File: src/aid_ram.sv
`timescale 1ns / 1ps
module aid_ram #(
  parameter int unsigned WIDTH = 16,
  parameter int unsigned DEPTH = 64,
  localparam int unsigned AW = (DEPTH > 1) ? $clog2(DEPTH) : 1
) (
  input  logic             clk_i,
  input  logic             we_i,
  input  logic [AW-1:0]    waddr_i,
  input  logic [WIDTH-1:0] wdata_i,
  input  logic             re_i,
  input  logic [AW-1:0]    raddr_i,
  output logic [WIDTH-1:0] rdata_o
);

  logic [WIDTH-1:0] mem_q [DEPTH];
  logic [WIDTH-1:0] rdata_q;

  // one write port, one registered read port
  always_ff @(posedge clk_i) begin
    if (we_i) begin
      mem_q[waddr_i] <= wdata_i;
    end
    if (re_i) begin
      rdata_q <= mem_q[raddr_i];
    end
  end

  assign rdata_o = rdata_q;

endmodule

File: config.mk
export PLATFORM = sky130hd
export DESIGN_NAME = aid_ram
export DESIGN_NICKNAME = d
export VERILOG_FILES = /design/src/aid_ram.sv
export SDC_FILE = /design/constraint.sdc
export NUM_CORES = 1
export LEC_CHECK = 0
export BUFFER_PORTS_ARGS = -buffer_cell sky130_fd_sc_hd__buf_2
export CAP_MARGIN = 25
export CORE_ASPECT_RATIO = 0.5
export CORE_UTILIZATION = 55
export CTS_BUF_LIST = sky130_fd_sc_hd__clkbuf_4 sky130_fd_sc_hd__clkbuf_8
export DETAILED_ROUTE_END_ITERATION = 16
export PLACE_DENSITY = 0.78
export SYNTH_ARGS = -nofsm -noshare
export SYNTH_HDL_FRONTEND = slang
export SYNTH_SLANG_ARGS = --single-unit
File: constraint.sdc
create_clock -name clk_i -period 3.2 [get_ports clk_i]
set_clock_uncertainty 0.2 [all_clocks]
set_input_delay 0.48 -clock clk_i [delete_from_list [all_inputs] [get_ports clk_i]]
set_output_delay 0.48 -clock clk_i [all_outputs]
set_load 0.005 [all_outputs]
Word level (Yosys, flattened, before mapping)
Memory sizes are Yosys's and may differ from the RTL's. A register that Yosys moved wholly into a read port is not among the register bits.
Index checks and enable logic that the tools add are counted.
- bits in registers: 0
- memory bits (writable): 1024
- input bits: 31
- output and inout port bits: 16
- logic and storage cells: 3
- memories: 1
- memory list (name ; words ; width ; rd ports ; clocked after memory_dff ; wr ports ; RTL line ; text):
    mem_q ; 64 ; 16 ; 1 ; 1 ; 1 ; 16 ; logic [WIDTH-1:0] mem_q [DEPTH];
- multiplexer cells: 2
- operators by type and width (cell ; count):
    1-bit 2-to-1 mux ; 2

Depth between registers and ports, before layout
- word-level depth: 2
- depth in mapped cells: 10
- depth with buffers taken out: 5

Least setup slack after synthesis
Ideal clock, no wire load.
- kind: in2reg
- start: input waddr_i[3]
- end: memory mem_q[48][0], enable pin
- setup time: 0.409 ns
- arrival time: 2.106 ns
- data required time: 2.591 ns
- setup slack: 0.485 ns
- stages: 4
- buffers on the path: 1
- cells stage by stage: clkbuf_1 > nor2b_1 > nand4b_1 > nor3_1
- RTL lines (element ; RTL line ; text):
    start: declaration ; 9 ; input logic [AW-1:0] waddr_i,
    end: declaration ; 16 ;
Straight into the memory's write port.

==> flow_summary.toml <==
[global_route]
grt_overflow = 0
track_usage = 0.2561
antenna_found_initial = 4
grt_max_degree = 65
grt_pass1_wl_mm = 134.7
grt_pass1_vias = 20210

[routing]
drt_iter0_drc = 2542
wl_per_cell_um = 29.18
firstDrtPassIters = 5
drtAntennaViolNets = 0
drc = 0
wirelength_mm = 93.20
viasPerCell = 6.315
vias = 20170

[yosys]
mappedNetlistArea_sq_um = 40200
yosysWarnings = 0
synthFlopType = "edfxtp_1"
synth_cell_type_count = 42
synth-edff-count = 1040
postSynthCellCount = 1829
ys_ff_latch = 1040
synthArstFlopShare = 0
syn_nets = 1860
ys_seq_area_frac = 0.7768
syn_area_per_cell_sq_um = 21.98

[power_and_ir_drop]
seqPwrFrac = 0.572
p_per_area_nw_per_um2 = 582.1
ir_drop_mv = 0.3036
p_total_mw = 26.48
p_switching_mw = 5.749
p_sw_frac = 0.2171
power_frac_comb = 0.056
leakagePower_nw = 14.71
power.internal_mw = 20.73
power.share.clock = 0.371

[timing]
clock.fmax_ghz = 0.3562
fin_crit_sh = 0.8772
setup_violations = 0
final.min_clock_period_ns = 2.807
hold_viol_final = 0
setup_tns_ns = 0
slew_headroom = 0.2711
drv_slew = 0
timing.final.ws_setup_ns = 0.3928
tightest_slew_ns = 1.091
rsz0062_at_grt = "no"

[critical_path]
crit_type = "reg -> reg"
critPathLaunchType = "flip-flop"
cp_max_fo = 1
worst-endpoint-required_ns = 3.49
worstReg2RegEnd = "rdata_o[3]"
timing.critical_path.arrival_ns = 3.10
reg2reg_slack_ns = 0.39
reg2reg_depth = 7
crit_path_end_kind = "flip-flop"
timing.rr.start = "mem_q[2][3]"

[floorplanning]
start_util = 0.5610
core_area_sq_um = 71660
fp.dieArea_sq_um = 74250
row_count = 69
die_h_um = 193.2
fp.dieW_um = 384.4
ios = 47

[final_layout]
syn_to_final_growth_pct = 13.16
finalNonFillerCells = 3194
layout_commonest_cell = "edfxtp_1"
fin_nets = 2156
fin_area_sq_um = 45490
drive_gt1_frac = 0.3241
mostFrequentLayoutCells = "edfxtp_1 (1040), mux4_2 (220), buf_4 (183), clkbuf_8 (146), mux2i_1 (85)"

[cts]
h-tree-depth = 4
clk_latency_ns = 0.75
cts-root-buf = "clkbuf_8"
numCtsBuffers = 144
cts.path.max_buffers = 3
cts_tree = "done"
cts_sinks = 1040
path_clk_slew_ns = 0.07

[placed_design]
dp.cells = 2928
port_buffers = 46
gp_congestion = 0.9102
dpl.hpwl_mm = 57.71
placed_cell_area_sq_um = 42630
place_ws_ns = -0.1102

[min_path]
hold_depth = 2
hold_path.class = "in -> reg"
worstHoldEndpoint = "mem_q[18][8]"
min-delay-start = "wdata_i[8]"

[job]
cap_viol_max_count = 0

[outcome]
status = "finished, final reports clean"
per-stage QoR:
stage / hold slack [ns] / util
after floorplan: 0.3789 / -
after global placement: 0.7089 / 0.5949
after detailed placement: 0.7120 / 0.5949
after CTS: 0.008049 / 0.6335
after global routing: 0.02072 / 0.6348
final: 0.06537 / 0.6349
kinds of logic after synthesis:
group	count (synthesis)	share of synthesized area
compound gates	129	0.02400
buf+inv	104	0.01824
flops	1040	0.7768
mux	336	0.1546
simple gates	220	0.02636
final cells by class:
cell class / instances / area [sq um]
antenna: 2 / 5.005
sequential: 1040 / 31230
fill: 4513 / 26170
tap: 958 / 1199
timing repair buffer: 254 / 2071
clock buffer: 191 / 2347
multi-input combinational: 685 / 8249
clock inverter: 64 / 390.4
routing by layer:
metal  track usage  part of all wire  up-vias  routed length [um]
met4       0.09890             0.033        2                3118
met1        0.3481              0.37    10491               34940
li1              -                 -     8299                   -
met3       0.06100              0.11      190               10140
met2        0.4084              0.48     1188               44990
met5             0           0.00014        -                  13
state kept, by name, indices dropped and copies added (netlist names):
| name | flops |
|---|---|
| mem_q | 1024 |
| rdata_o | 16 |
what timing repair did:
item / CTS / global route
hold buffers: 3 / 3
setup buffers: 0 / 0
endpoints found under the hold margin: 31 / 40
resized for setup: 0 / 0
worst max path at each step:
stage,startpoint,endpoint,slack [ns],cells after the start
6_report,mem_q[2][3],rdata_o[3],0.39,7
5_1_grt,mem_q[7][3],rdata_o[3],0.31,7
4_1_cts,mem_q[2][3],rdata_o[3],0.47,7
2_1_floorplan,waddr_i[3],mem_q[48][0],0.49,4
3_3_place_gp,raddr_i[0],rdata_o[13],-0.05,10
3_5_place_dp,raddr_i[0],rdata_o[3],-0.11,9
worst max-delay path: stages, from the launching register on:
cell and delay, ns:
edfxtp_1 0.37, mux4_2 0.46, mux2i_1 0.30, a22oi_1 0.23
a31oi_1 0.59, buf_4 0.22, a311oi_1 0.05, buf_4 0.15
synth_stat cells (2+ instances only):
| library cell | number | area (sq um) |
|---|---|---|
| o21ai_0 | 5 | 25.02 |
| buf_6 | 17 | 191.4 |
| nand3b_1 | 2 | 15.01 |
| mux2_2 | 27 | 304.0 |
| mux4_2 | 220 | 4955 |
| a311oi_1 | 8 | 70.07 |
| a41oi_1 | 5 | 43.79 |
| nand4_1 | 12 | 75.07 |
| a22oi_1 | 39 | 292.8 |
| and4_1 | 5 | 43.79 |
| buf_8 | 3 | 45.04 |
| buf_1 | 3 | 11.26 |
| buf_4 | 13 | 97.59 |
| nor3_1 | 2 | 10.01 |
| buf_12 | 5 | 100.1 |
| o21ai_1 | 3 | 15.01 |
| a22o_1 | 6 | 52.55 |
| and2_1 | 2 | 12.51 |
| mux2i_1 | 85 | 850.8 |
| nand3_1 | 24 | 120.1 |
| a221o_1 | 6 | 60.06 |
| nor2b_1 | 30 | 187.7 |
| nor2_2 | 2 | 12.51 |
| a31oi_1 | 8 | 50.05 |
| a221oi_1 | 16 | 140.1 |
| nor4_2 | 3 | 37.54 |
| buf_2 | 36 | 180.2 |
| clkbuf_1 | 24 | 90.09 |
| a21oi_1 | 17 | 85.08 |
| edfxtp_1 | 1040 | 31230 |
| a211o_1 | 8 | 70.07 |
| mux4_1 | 4 | 105.1 |
| nand2b_1 | 3 | 18.77 |
| nand2_1 | 59 | 221.5 |
| a211oi_1 | 8 | 60.06 |
| clkbuf_2 | 2 | 10.01 |
| nor2_1 | 72 | 270.3 |
power by group through the flow:
stage,logic (mW),clock network (mW),registers (mW)
2_1_floorplan,0.781,0,15.4
3_3_place_gp,1.43,0,15.4
3_5_place_dp,1.46,0,15.4
4_1_cts,1.47,9.95,15.2
5_1_grt,1.56,10.5,15.1
6_report,1.49,9.84,15.2
No activity file was read; power rests on OpenSTA's default activity.
